[src/rtl/core/ptint_pkg.sv]
// Shared types, constants and arithmetic helpers for the particle table integrator.
// No dependencies; the files that use it refer to it by scoped names.
package ptint_pkg;

  localparam int unsigned MaxParticles = 64;
  localparam int unsigned IdxW = $clog2(MaxParticles);
  localparam int unsigned CntW = $clog2(MaxParticles + 1);

  typedef enum logic [1:0] {
    MODE_SPAWN = 2'd0,
    MODE_TICK  = 2'd1,
    MODE_CLEAR = 2'd2,
    MODE_NOP   = 2'd3
  } mode_e;

  typedef enum logic [1:0] {
    ST_DONE  = 2'd0,
    ST_DROP  = 2'd1,
    ST_REC   = 2'd2,
    ST_EMPTY = 2'd3
  } status_e;

  // Operand select of the shared multiplier.
  typedef enum logic [3:0] {
    OP_FX, OP_FY, OP_VX, OP_VY, OP_SZ, OP_C0, OP_C1, OP_C2, OP_C3, OP_COS, OP_SIN
  } op_e;

  typedef enum logic [4:0] {
    S_IDLE, S_DISP,
    S_SP_TRIG, S_SP_MUL, S_SP_ACC, S_SP_DIV, S_SP_DWAIT, S_SP_WR,
    S_TK_FMUL, S_TK_FACC, S_TK_SCAN, S_TK_SWAIT, S_TK_MRD, S_TK_MWAIT, S_TK_PICK,
    S_TK_RD, S_TK_RWAIT, S_TK_PRE, S_TK_MUL, S_TK_ACC, S_TK_WB
  } state_e;

  localparam logic [2:0] DivLast = 3'd4;

  typedef struct packed {
    logic signed [23:0] pos_x;
    logic signed [23:0] pos_y;
    logic signed [23:0] vel_x;
    logic signed [23:0] vel_y;
    logic signed [16:0] life;
    logic signed [23:0] size;
    logic signed [23:0] size_rate;
    logic [3:0][15:0]   color;       // [0] red .. [3] alpha, Q8.8
    logic [3:0][15:0]   color_rate;  // signed Q4.12
  } particle_t;

  typedef struct packed {
    logic    cap;
    logic    trig;
    logic    op_ld;
    op_e     op_val;
    logic    op_inc;
    logic    mul;
    logic    acc;
    logic    div_go;
    logic    div_store;
    logic    ld_rec;
    logic    tick_pre;
    logic    i_clr;
    logic    i_inc;
    logic    cnt_inc;
    logic    cnt_dec;
    logic    cnt_clr;
    logic    rd_cnt;
    logic    we_rec;
    logic    we_spawn;
    logic    we_move;
    logic    emit;
    status_e emit_status;
  } ctrl_cmd_t;

  typedef struct packed {
    mode_e mode;
    logic  full;
    logic  cnt_zero;
    logic  i_ge_cnt;
    logic  rd_neg;
    op_e   op;
    logic  div_done;
    logic  div_last;
    logic  rec_last;
  } dp_stat_t;

  typedef logic [14:0] sin_tab_t [0:90];

  // Q1.14 sine for 0..90 degrees, built by 1 degree rotations of a Q2.30 vector.
  function automatic sin_tab_t sin_tab_f();
    sin_tab_t t;
    longint c, s, nc, ns, r;
    int d;
    c = 64'sd1 <<< 30;
    s = 64'sd0;
    for (d = 0; d <= 90; d++) begin
      r = (s + 64'sd32768) >>> 16;
      if (r < 0) r = 0;
      else if (r > 16384) r = 16384;
      t[d] = 15'(r);
      nc = c * 64'sd1073578288 - s * 64'sd18739379;
      ns = s * 64'sd1073578288 + c * 64'sd18739379;
      c = (nc + (64'sd1 <<< 29)) >>> 30;
      s = (ns + (64'sd1 <<< 29)) >>> 30;
    end
    return t;
  endfunction

  localparam sin_tab_t SinTab = sin_tab_f();

  function automatic logic signed [15:0] sin_deg(input logic [8:0] a);
    logic [8:0]  i;
    logic        neg;
    logic [15:0] mag;
    neg = 1'b0;
    if (a <= 9'd90) i = a;
    else if (a <= 9'd180) i = 9'd180 - a;
    else if (a <= 9'd270) begin
      i = a - 9'd180;
      neg = 1'b1;
    end else begin
      i = 9'd360 - a;
      neg = 1'b1;
    end
    mag = {1'b0, SinTab[i[6:0]]};
    return neg ? -mag : mag;
  endfunction

  function automatic logic [23:0] sat24(input logic signed [43:0] v);
    logic [23:0] r;
    if (v > 44'sd8388607) r = 24'h7FFFFF;
    else if (v < -44'sd8388608) r = 24'h800000;
    else r = v[23:0];
    return r;
  endfunction

  function automatic logic [16:0] sat17(input logic signed [43:0] v);
    logic [16:0] r;
    if (v > 44'sd65535) r = 17'h0FFFF;
    else if (v < -44'sd65536) r = 17'h10000;
    else r = v[16:0];
    return r;
  endfunction

  function automatic logic [15:0] sat16(input logic signed [43:0] v);
    logic [15:0] r;
    if (v > 44'sd32767) r = 16'h7FFF;
    else if (v < -44'sd32768) r = 16'h8000;
    else r = v[15:0];
    return r;
  endfunction

  function automatic logic [15:0] clamp_col(input logic [15:0] col,
                                            input logic signed [43:0] d);
    logic signed [43:0] s;
    logic [15:0] r;
    s = $signed({28'd0, col}) + d;
    if (s < 0) r = 16'h0000;
    else if (s > 44'sd65280) r = 16'hFF00;
    else r = s[15:0];
    return r;
  endfunction

  // whole pixels, truncated toward zero
  function automatic logic [15:0] trunc_px(input logic signed [23:0] p);
    logic [23:0] m;
    logic [15:0] w;
    m = p[23] ? -p : p;
    w = m[23:8];
    return p[23] ? -w : w;
  endfunction

  function automatic logic [7:0] size_px(input logic signed [23:0] s);
    logic [7:0] r;
    if (s[23]) r = 8'd0;
    else if (s[22:16] != 7'd0) r = 8'hFF;
    else r = s[15:8];
    return r;
  endfunction

endpackage

[src/rtl/core/ptint_ctrl.sv]
// Controller FSM: sequences spawn, tick and clear over the datapath.
// Uses ptint_pkg command/status types.
module ptint_ctrl (
  input  logic                 clk_i,
  input  logic                 rst_ni,
  input  logic                 start_i,
  input  ptint_pkg::dp_stat_t  stat_i,
  output ptint_pkg::ctrl_cmd_t cmd_o,
  output logic                 busy_o
);

  ptint_pkg::state_e state_q, state_d;

  always_ff @(posedge clk_i or negedge rst_ni) begin
    if (!rst_ni) state_q <= ptint_pkg::S_IDLE;
    else state_q <= state_d;
  end

  always_comb begin
    state_d = state_q;
    unique case (state_q)
      ptint_pkg::S_IDLE: if (start_i) state_d = ptint_pkg::S_DISP;
      ptint_pkg::S_DISP: begin
        unique case (stat_i.mode)
          ptint_pkg::MODE_SPAWN:
            state_d = stat_i.full ? ptint_pkg::S_IDLE : ptint_pkg::S_SP_TRIG;
          ptint_pkg::MODE_TICK: state_d = ptint_pkg::S_TK_FMUL;
          default: state_d = ptint_pkg::S_IDLE;
        endcase
      end
      ptint_pkg::S_SP_TRIG:  state_d = ptint_pkg::S_SP_MUL;
      ptint_pkg::S_SP_MUL:   state_d = ptint_pkg::S_SP_ACC;
      ptint_pkg::S_SP_ACC:
        state_d = (stat_i.op == ptint_pkg::OP_SIN) ? ptint_pkg::S_SP_DIV : ptint_pkg::S_SP_MUL;
      ptint_pkg::S_SP_DIV:   state_d = ptint_pkg::S_SP_DWAIT;
      ptint_pkg::S_SP_DWAIT:
        if (stat_i.div_done)
          state_d = stat_i.div_last ? ptint_pkg::S_SP_WR : ptint_pkg::S_SP_DIV;
      ptint_pkg::S_SP_WR:    state_d = ptint_pkg::S_IDLE;
      ptint_pkg::S_TK_FMUL:  state_d = ptint_pkg::S_TK_FACC;
      ptint_pkg::S_TK_FACC:
        state_d = (stat_i.op == ptint_pkg::OP_FY) ? ptint_pkg::S_TK_SCAN : ptint_pkg::S_TK_FMUL;
      ptint_pkg::S_TK_SCAN:
        state_d = stat_i.i_ge_cnt ? ptint_pkg::S_TK_PICK : ptint_pkg::S_TK_SWAIT;
      ptint_pkg::S_TK_SWAIT:
        state_d = stat_i.rd_neg ? ptint_pkg::S_TK_MRD : ptint_pkg::S_TK_SCAN;
      ptint_pkg::S_TK_MRD:   state_d = ptint_pkg::S_TK_MWAIT;
      ptint_pkg::S_TK_MWAIT: state_d = ptint_pkg::S_TK_SCAN;
      ptint_pkg::S_TK_PICK:
        state_d = stat_i.cnt_zero ? ptint_pkg::S_IDLE : ptint_pkg::S_TK_RD;
      ptint_pkg::S_TK_RD:    state_d = ptint_pkg::S_TK_RWAIT;
      ptint_pkg::S_TK_RWAIT: state_d = ptint_pkg::S_TK_PRE;
      ptint_pkg::S_TK_PRE:   state_d = ptint_pkg::S_TK_MUL;
      ptint_pkg::S_TK_MUL:   state_d = ptint_pkg::S_TK_ACC;
      ptint_pkg::S_TK_ACC:
        state_d = (stat_i.op == ptint_pkg::OP_C3) ? ptint_pkg::S_TK_WB : ptint_pkg::S_TK_MUL;
      ptint_pkg::S_TK_WB:
        state_d = stat_i.rec_last ? ptint_pkg::S_IDLE : ptint_pkg::S_TK_RD;
      default: state_d = ptint_pkg::S_IDLE;
    endcase
  end

  always_comb begin
    cmd_o = '0;
    unique case (state_q)
      ptint_pkg::S_IDLE: cmd_o.cap = start_i;
      ptint_pkg::S_DISP: begin
        unique case (stat_i.mode)
          ptint_pkg::MODE_SPAWN: begin
            cmd_o.op_ld  = 1'b1;
            cmd_o.op_val = ptint_pkg::OP_COS;
            if (stat_i.full) begin
              cmd_o.emit        = 1'b1;
              cmd_o.emit_status = ptint_pkg::ST_DROP;
            end
          end
          ptint_pkg::MODE_TICK: begin
            cmd_o.op_ld  = 1'b1;
            cmd_o.op_val = ptint_pkg::OP_FX;
          end
          ptint_pkg::MODE_CLEAR: begin
            cmd_o.cnt_clr     = 1'b1;
            cmd_o.emit        = 1'b1;
            cmd_o.emit_status = ptint_pkg::ST_DONE;
          end
          default: ;
        endcase
      end
      ptint_pkg::S_SP_TRIG: cmd_o.trig = 1'b1;
      ptint_pkg::S_SP_MUL, ptint_pkg::S_TK_FMUL, ptint_pkg::S_TK_MUL: cmd_o.mul = 1'b1;
      ptint_pkg::S_SP_ACC, ptint_pkg::S_TK_ACC: begin
        cmd_o.acc    = 1'b1;
        cmd_o.op_inc = 1'b1;
      end
      ptint_pkg::S_SP_DIV:   cmd_o.div_go = 1'b1;
      ptint_pkg::S_SP_DWAIT: cmd_o.div_store = stat_i.div_done;
      ptint_pkg::S_SP_WR: begin
        cmd_o.we_rec      = 1'b1;
        cmd_o.we_spawn    = 1'b1;
        cmd_o.cnt_inc     = 1'b1;
        cmd_o.emit        = 1'b1;
        cmd_o.emit_status = ptint_pkg::ST_DONE;
      end
      ptint_pkg::S_TK_FACC: begin
        cmd_o.acc    = 1'b1;
        cmd_o.op_inc = 1'b1;
        cmd_o.i_clr  = (stat_i.op == ptint_pkg::OP_FY);
      end
      ptint_pkg::S_TK_SCAN: ;
      ptint_pkg::S_TK_SWAIT: begin
        cmd_o.cnt_dec = stat_i.rd_neg;
        cmd_o.i_inc   = !stat_i.rd_neg;
      end
      ptint_pkg::S_TK_MRD:   cmd_o.rd_cnt = 1'b1;
      ptint_pkg::S_TK_MWAIT: begin
        cmd_o.rd_cnt  = 1'b1;
        cmd_o.we_move = 1'b1;
      end
      ptint_pkg::S_TK_PICK: begin
        cmd_o.i_clr       = 1'b1;
        cmd_o.emit        = stat_i.cnt_zero;
        cmd_o.emit_status = ptint_pkg::ST_EMPTY;
      end
      ptint_pkg::S_TK_RD:    ;
      ptint_pkg::S_TK_RWAIT: cmd_o.ld_rec = 1'b1;
      ptint_pkg::S_TK_PRE: begin
        cmd_o.tick_pre = 1'b1;
        cmd_o.op_ld    = 1'b1;
        cmd_o.op_val   = ptint_pkg::OP_VX;
      end
      ptint_pkg::S_TK_WB: begin
        cmd_o.we_rec      = 1'b1;
        cmd_o.emit        = 1'b1;
        cmd_o.emit_status = ptint_pkg::ST_REC;
        cmd_o.i_inc       = 1'b1;
      end
      default: ;
    endcase
  end

  assign busy_o = (state_q != ptint_pkg::S_IDLE);

endmodule

[config.mk]
export PLATFORM = sky130hd
export DESIGN_NAME = ptint_ctrl
export DESIGN_NICKNAME = d
export VERILOG_FILES = /design/src/rtl/core/ptint_pkg.sv /design/src/rtl/core/ptint_ctrl.sv
export SDC_FILE = /design/constraint.sdc
export NUM_CORES = 1
export LEC_CHECK = 0
export BUFFER_PORTS_ARGS = -buffer_cell sky130_fd_sc_hd__buf_2
export CORE_MARGIN = 3
export CORE_UTILIZATION = 35
export CTS_CLUSTER_SIZE = 40
export DETAILED_ROUTE_END_ITERATION = 8
export GPL_ROUTABILITY_DRIVEN = 0
export PLACE_DENSITY_LB_ADDON = 0.25
export SYNTH_ARGS = -nofsm -noshare
export SYNTH_HDL_FRONTEND = slang
export SYNTH_SLANG_ARGS = --single-unit
[constraint.sdc]
create_clock -name clk_i -period 3.3 [get_ports clk_i]
set_input_delay 0.66 -clock clk_i [delete_from_list [all_inputs] [get_ports clk_i]]
set_output_delay 0.66 -clock clk_i [all_outputs]
set_load 0.005 [all_outputs]
# Word level (Yosys, flattened, before mapping)
# Index checks and enable logic that the tools add are counted.
[op_classes] shifts=0 muxes=35 n_mul=0 n_eq_ne=27 bitwise=0 div=0 order_cmp=0 add_sub_neg=0 reduce_logical=9
[op_table] cell="5-bit case mux with 20 select lines" count=1
[op_table] cell="5-bit by 4-bit == test with 1-bit output, second input constant" count=8
[op_table] cell="5-bit == test, second input constant" count=5
[op_table] cell="5-bit by 3-bit == test with 1-bit output, second input constant" count=4
[op_table] cell="5-bit case mux with 2 select lines" count=2
[op_table] cell="1-bit two-way mux" count=15
[op_table] cell="3-bit two-way mux" count=5
[op_table] cell="3-bit case mux with 4 select lines" count=1
[op_table] cell="5-bit by 2-bit == test with 1-bit output, second input constant" count=2
[op_table] cell="5-bit two-way mux" count=2
[op_table] cell="4-bit == test, second input constant" count=2
[op_table] cell="4-bit two-way mux" count=2
[op_table] cell="4-bit case mux with 2 select lines" count=1
[op_table] cell="2-bit two-way mux" count=3
[op_table] cell="3-bit case mux with 2 select lines" count=1
[op_table] cell="3-bit OR reduction" count=2
[op_table] cell="5-bit by 1-bit == test with 1-bit output, second input constant" count=1
[op_table] cell="5-bit logical NOT" count=1
[op_table] cell="5-bit nonzero test" count=1
[op_table] cell="4-bit by 1-bit == test with 1-bit output, second input constant" count=1
[op_table] cell="2-bit inequality test, second input constant" count=2
[op_table] cell="1-bit case mux with 2 select lines" count=2
[op_table] cell="2-bit OR reduction" count=2
[op_table] cell="2-bit by 1-bit == test with 1-bit output, second input constant" count=1
[op_table] cell="other kinds (4)" count=4
[word_totals] mem_bits_ro=0 latchBits=0 output_inout_bits=27 ram_bits=0 ff_bits=5 mem_count=0

# Longest topological paths before layout
# Gate-level depths: netlist of the first run.
[depth] depth_word=3 mapped_depth=6

# Worst setup path before layout of the first run
# OpenSTA, ideal clock, no wires.
[synth_timing] path_type="input to output" start="input port stat_i[4] (netlist name)" end="output port cmd_o[11] (netlist name)" path_buffers=0 arrival_time_ns=1.481 path_slack_ns=1.159 path_stages=2 path_cell_list="or4b_4 o41ai_1"
[synth_rtl] element="from (decl)" line_no="ptint_ctrl.sv:7" rtl="input ptint_pkg::dp_stat_t stat_i,"
[synth_rtl] element="to (decl)" line_no="ptint_ctrl.sv:8" rtl="output ptint_pkg::ctrl_cmd_t cmd_o,"

==> summary.txt, run 1 <==
Cells and area
  • Share of cells above drive strength 1: 0.331
  • Design area: 0.00106 sq mm
  • Nets@finish: 174
  • Layout filler cell count: 254
  • Largest register by flop count: state_q
  • Ant. Diodes: 0
  • Core Util, Final: 0.459
  • Area grow syn2layout: 18.2%
  • Post-Layout Cell Count: 185
  • Max reg flops: 5
  • Largest regs: state_q (5)

Logic synthesis
  • Ys Warns: 0
  • Synth area leaders: dfrtp_1, nor3_1, buf_4
  • Net Count, Synth: 142
  • Synth Instances: 126
  • Main synth FF type: dfrtp_1
  • EDFF count, synth: 0
  • Cell taking the most area after synthesis: dfrtp_1
  • Cell variety after synth: 52
  • Mapped Area: 901 sq um
  • Async SR Flop Fraction: 1.00
  • Sequential-to-total area share from yosys stat: 0.139
  • Seq cells post-synth: 5
  • Syn avg cell area: 7.15 sq um
  • Synth top area share: 0.139
  • Most frequent cells after synthesis: nor2_1, nor3_1, nand2_1

Power and ir drop
  • Reg power frac: 0.292
  • Combinational share of power: 0.611
  • P_leak: 0.505 nW
  • Internal power: 0.000339 W
  • Maximum vdd drop: 0.000480 V
  • Switching pwr: 0.000372 W
  • Clock power frac: 0.097
  • Switching Share: 0.523
  • PwrDens: 667 mW/mm^2

Worst setup path
  • Worst setup EP type: output port
  • Worst R2R Setup Slack: 1.44 ns
  • Worst EP arrival: 2.13 ns
  • Worst Setup SP: state_q[1]$_DFFE_PN0P_
  • Worst R2R Path Depth: 4
  • Slowest cell delay on critical path: 0.63 ns
  • Worst reg2reg path endpoint: state_q[0]$_DFFE_PN0P_
  • Crit path cell chain: or2b_1 -> nor4_1 -> and2b_1 -> a21o_1 -> buf_2
  • Crit path max fanout: 25
  • CP bufs+invs: 1
  • Critical Path Source Type: flop
  • Worst r2r src: state_q[1]$_DFFE_PN0P_
  • Cell family with most CP delay: simple AND/OR/NAND/NOR gates
  • Worst setup path endpoint: cmd_o[0]
  • Crit Path Class: reg -> out
  • Slowest CP cell: dfrtp_1
  • WP depth: 5
  • Worst EP required: 2.64 ns

Global route
  • Vias in the first global route: 937
  • GRT Util Overall: 0.166
  • Initial antenna violation count: 0
  • Largest net degree at the start of global routing: 26
  • Global-route wire length before repair: 4360 um
  • GRT Residual Overflow: 0

Clocking
  • CTS sink cnt: 5
  • Clock transition at path regs: 0.04 ns
  • H-Tree Depth: 1
  • Worst skew pair latency: 0.24 ns
  • CTS Hold Bufs: 0
  • TritonCTS buffer count: 3
  • Post-CTS Resized: 0
  • Setup bufs post-CTS: 0
  • CTS Root Cell: clkbuf_4
  • Clock Path Buffers: 2
  • TritonCTS clock tree: built

Job
  • Max cap viols: 0

Route
  • Initial DRC Count: 19
  • Drt total wl: 2680 um
  • Via density: 5.51
  • Vias: 1,019
  • Antenna-violating nets left: 0
  • DRT Pass-1 Iters: 4
  • DRC viols: 0
  • Routed WL per cell: 14.5 um

Placed design
  • DP Worst Slack: 0.764 ns
  • Port Buffers: 41
  • Area of placed instances: 0.00104 sq mm
  • DP Wirelength: 2000 um
  • Placed cell count: 181

Timing
  • Fin crit period: 2.79 ns
  • Final worst slack: 0.506 ns
  • Worst slew pin tran: 0.700 ns
  • Rel. slew slack: 0.534
  • Fmax: 358 MHz
  • Setup TNS: 0 ns
  • Final setup viols: 0
  • RSZ-0062 raised after global routing: no
  • Setup Skew: 0.00165 ns
  • Final slew viol count: 0
  • Fin crit share: 0.847
  • Final hold violations: 0

Min path
  • HP Class: in -> async

Die
  • Initial Util: 0.389
  • DIE WIDTH: 56.7 um
  • Top-Level Pins: 43
  • Die area: 0.00322 sq mm
  • Die Height: 56.7 um
  • FP Rows: 17
  • Core Region: 0.00232 sq mm

Run status
  • Outcome: complete, no violations
[metal layers]
metal / part of all wire / up-vias / global-route usage / routed length [um]
li1: - / 513 / - / -
met1: 0.46 / 472 / 0.224 / 1230
met2: 0.47 / 34 / 0.279 / 1270
met3: 0.067 / 0 / 0.0391 / 178
met4: 0 / 0 / 0.00993 / 0
met5: 0 / - / 0 / 0
[worst register-to-register path, cell delays in order, from the launching register on]
cell     delay [ns]
dfrtp_1        0.78
nor3b_1        0.36
nand3_1        0.21
o22a_1         0.32
a21oi_2        0.12
[placed cells by master, fill, tap and decap left out, types with 2 or more instances in the layout]
master    instances
buf_2            41
o22ai_1           2
nor4_1            2
nor2b_1           4
nand2_1           9
inv_1             3
nand4b_1          2
nand3b_1          2
or3_1             2
or3b_1            2
dfrtp_1           5
and2b_1           2
clkbuf_4          3
nand2b_1          4
o21ai_0           5
a21oi_1           8
or2b_1            2
nor2_1           10
nor3b_1           4
nand3_1           2
nor3_1           10
or2_1             3
[power groups by stage]
stage	clock network (W)	logic, W	registers (W)
after floorplan	0	0.000442	0.000106
after global placement	0	0.000434	0.000197
after detailed placement	0	0.000435	0.000204
after CTS	0.0000715	0.000437	0.000202
after global routing	0.0000784	0.000489	0.000216
final	0.0000687	0.000434	0.000207
[area by class of cell]
type | count | area (sq um) | share of cell area
Timing Repair Buffer | 42 | 213 | 0.200
Inverter | 4 | 15.0 | 0.0141
Tap cell | 28 | 35.0 | 0.0329
Multi-Input combinational cell | 102 | 651 | 0.611
Sequential cell | 5 | 125 | 0.118
Clock buffer | 4 | 26.3 | 0.0247
[kinds of logic (layout without fill, tap and decap cells)]
logic type | Yosys count | after routing | synth area share
muxes | 1 | 1 | 0.0167
xor gates and xnor gates | 1 | 1 | 0.00972
buffers and inverters | 19 | 50 | 0.139
DFF | 5 | 5 | 0.139
other | 1 | 1 | 0.00416
AOI/OAI and AO/OA | 32 | 32 | 0.249
and+or+nand+nor | 67 | 67 | 0.443
[per-stage QoR]
| step | hold WS [ns] | power [W] |
|---|---|---|
| floorplan | 0.364 | 0.000548 |
| global placement | 0.477 | 0.000631 |
| detailed placement | 0.478 | 0.000639 |
| CTS | 0.224 | 0.000711 |
| global route | 0.222 | 0.000784 |
| finish | 0.228 | 0.000711 |
[worst min-delay path by stage]
stage | from | to
2_1_floorplan | rst_ni | state_q[0]$_DFFE_PN0P_
6_report | rst_ni | state_q[3]$_DFFE_PN0P_
4_1_cts | rst_ni | state_q[3]$_DFFE_PN0P_
5_1_grt | rst_ni | state_q[3]$_DFFE_PN0P_
3_5_place_dp | rst_ni | state_q[2]$_DFFE_PN0P_
3_3_place_gp | rst_ni | state_q[2]$_DFFE_PN0P_
No activity file was read; power rests on OpenSTA's default activity.
==> run 2: changes to the inputs <==
- clock period: 3.3 -> 2.93 ns (I/O delays scaled with it)
==> summary.txt, run 2 (same netlist as run 1, synthesis figures left out) <==
Timing
  • Final setup viols: 0 (unchanged)
  • Fin crit period: 2.41 ns
  • Worst slew pin tran: 0.560 ns (was 0.700 ns)
  • Fin crit share: 0.822
  • Setup TNS: 0 ns (unchanged)
  • Fmax: 415 MHz
  • Final hold violations: 0 (unchanged)
  • Final hold slack: 0.148 ns (was 0.228 ns)
  • RSZ-0062 raised after global routing: no (unchanged)
  • Rel. slew slack: 0.626 (was 0.534)
  • Setup Skew: 0.00620 ns (was 0.00165 ns)
  • Final slew viol count: 0 (unchanged)
  • Final worst slack: 0.522 ns (was 0.506 ns)

Worst setup path
  • Worst EP required: 2.34 ns (was 2.64 ns)
  • Critical Path Source Type: flop (unchanged)
  • Worst r2r src: state_q[4]$_DFFE_PN0P_ (was state_q[1]$_DFFE_PN0P_)
  • Crit Path Class: reg -> out (unchanged)
  • Worst setup EP type: output port (unchanged)
  • Crit path max fanout: 18 (was 25)
  • Worst EP arrival: 1.82 ns (was 2.13 ns)
  • Worst Setup SP: state_q[4]$_DFFE_PN0P_ (was state_q[1]$_DFFE_PN0P_)

Cells and area
  • Max reg flops: 5 (unchanged)
  • Share of cells above drive strength 1: 0.348 (was 0.331)
  • Storage element area: 125 sq um (unchanged)
  • Layout filler cell count: 247 (was 254)
  • Multi-input logic area: 651 sq um (unchanged)
  • Post-Layout Cell Count: 189 (was 185)
  • Ant. Diodes: 0 (unchanged)
  • Largest regs: state_q (5) (unchanged)
  • Commonest non-fill, non-tap cell in the layout: buf_2 (unchanged)
  • Commonest non-fill, non-tap cells in the layout: buf_2, nor3_1, nor2_1, nand2_1, a21oi_1 (unchanged)
  • Nets@finish: 178 (was 174)
  • Largest register by flop count: state_q (unchanged)
  • Area grow syn2layout: 21.5% (was 18.2%)

Clocking
  • Worst skew pair latency: 0.24 ns (about the same)
  • Setup bufs post-CTS: 0 (unchanged)
  • Clock Path Buffers: 2 (unchanged)
  • CTS Root Cell: clkbuf_4 (unchanged)
  • Clock transition at path regs: 0.05 ns (was 0.04 ns)
  • CTS sink cnt: 5 (unchanged)
  • Post-CTS Resized: 0 (unchanged)
  • TritonCTS buffer count: 3 (unchanged)
  • H-Tree Depth: 1 (unchanged)
  • TritonCTS clock tree: built (unchanged)
  • CTS Hold Bufs: 0 (unchanged)

Global route
  • Largest net degree at the start of global routing: 25 (was 26)
  • Global-route wire length before repair: 4590 um (was 4360 um)
  • GRT Residual Overflow: 0 (unchanged)
  • GRT Util Overall: 0.174 (was 0.166)
  • Vias in the first global route: 985 (was 937)
  • Initial antenna violation count: 0 (unchanged)

Placed design
  • Placed cell count: 185 (was 181)
  • DP Wirelength: 2110 um (was 2000 um)
  • Port Buffers: 41 (unchanged)
  • DP Worst Slack: 0.712 ns (was 0.764 ns)

Run status
  • Outcome: complete, no violations (unchanged)

Route
  • Routed WL per cell: 14.6 um (was 14.5 um)
  • DRC viols: 0 (unchanged)
  • DRT Pass-1 Iters: 4 (unchanged)
  • Via density: 5.69 (was 5.51)
  • Initial DRC Count: 34 (was 19)
  • Antenna-violating nets left: 0 (unchanged)
  • Vias: 1,075 (was 1,019)
  • Drt total wl: 2750 um (was 2680 um)

Power and ir drop
  • PwrDens: 770 mW/mm^2 (was 667 mW/mm^2)
  • P_leak: 0.525 nW (was 0.505 nW)
  • Maximum vdd drop: 0.000473 V (was 0.000480 V)
  • Total power: 0.000843 W (was 0.000711 W)

Die
  • Initial Util: 0.389 (unchanged)
  • Die Height: 56.7 um (unchanged)
  • Core Region: 0.00232 sq mm (unchanged)
  • DIE WIDTH: 56.7 um (unchanged)
  • Top-Level Pins: 43 (unchanged)
  • FP Rows: 17 (unchanged)
  • Die area: 0.00322 sq mm (unchanged)

Min path
  • HP Class: in -> async (unchanged)

Job
  • Max cap viols: 0 (unchanged)
## run 2: cell type report
type	instances	share of cell area
Inverter	4	0.0137
Multi-Input combinational cell	102	0.594
Tap cell	28	0.0320
Clock buffer	4	0.0240
Sequential cell	5	0.114
Timing Repair Buffer	46	0.222
## run 2: worst paths after layout
path | depth (start not counted) | to | slack [ns]
min in group clk_i | 2 | state_q[4]$_DFFE_PN0P_ | 0.69
hold reg to reg | 2 | state_q[4]$_DFFE_PN0P_ | 0.69
hold / removal | 1 | state_q[3]$_DFFE_PN0P_ | 0.15
setup reg to reg | 5 | state_q[2]$_DFFE_PN0P_ | 0.96
max in group asynchronous | 1 | state_q[4]$_DFFE_PN0P_ | 2.65
setup / recovery | 5 | cmd_o[2] | 0.52
## run 2: routing by layer
| metal | vias up | track usage | share of wire |
|---|---|---|---|
| met5 | - | 0 | 0 |
| met4 | 0 | 0.0497 | 0.0044 |
| met3 | 2 | 0.0207 | 0.082 |
| met2 | 52 | 0.290 | 0.48 |
| met1 | 497 | 0.233 | 0.44 |
| li1 | 524 | - | - |
## run 2: per-stage QoR
| step | area (sq um) | utilization |
|---|---|---|
| after floorplan | 901 | - |
| after global placement | 1070 | 0.461 |
| after detailed placement | 1070 | 0.461 |
| after CTS | 1090 | 0.472 |
| after global routing | 1090 | 0.472 |
| final | 1090 | 0.472 |
## run 2: where the power goes
group          switching (W)  internal, W   total, W
registers          0.0000241    0.0000966   0.000121
clock network      0.0000282    0.0000515  0.0000797
logic               0.000378     0.000265   0.000643
## run 2: worst max-delay path, stage by stage, from the launching register on
cell and delay, ns:
dfrtp_1 0.69, nor2b_1 0.16, nand2_1 0.22, a21oi_1 0.12
a221o_1 0.27, buf_2 0.13
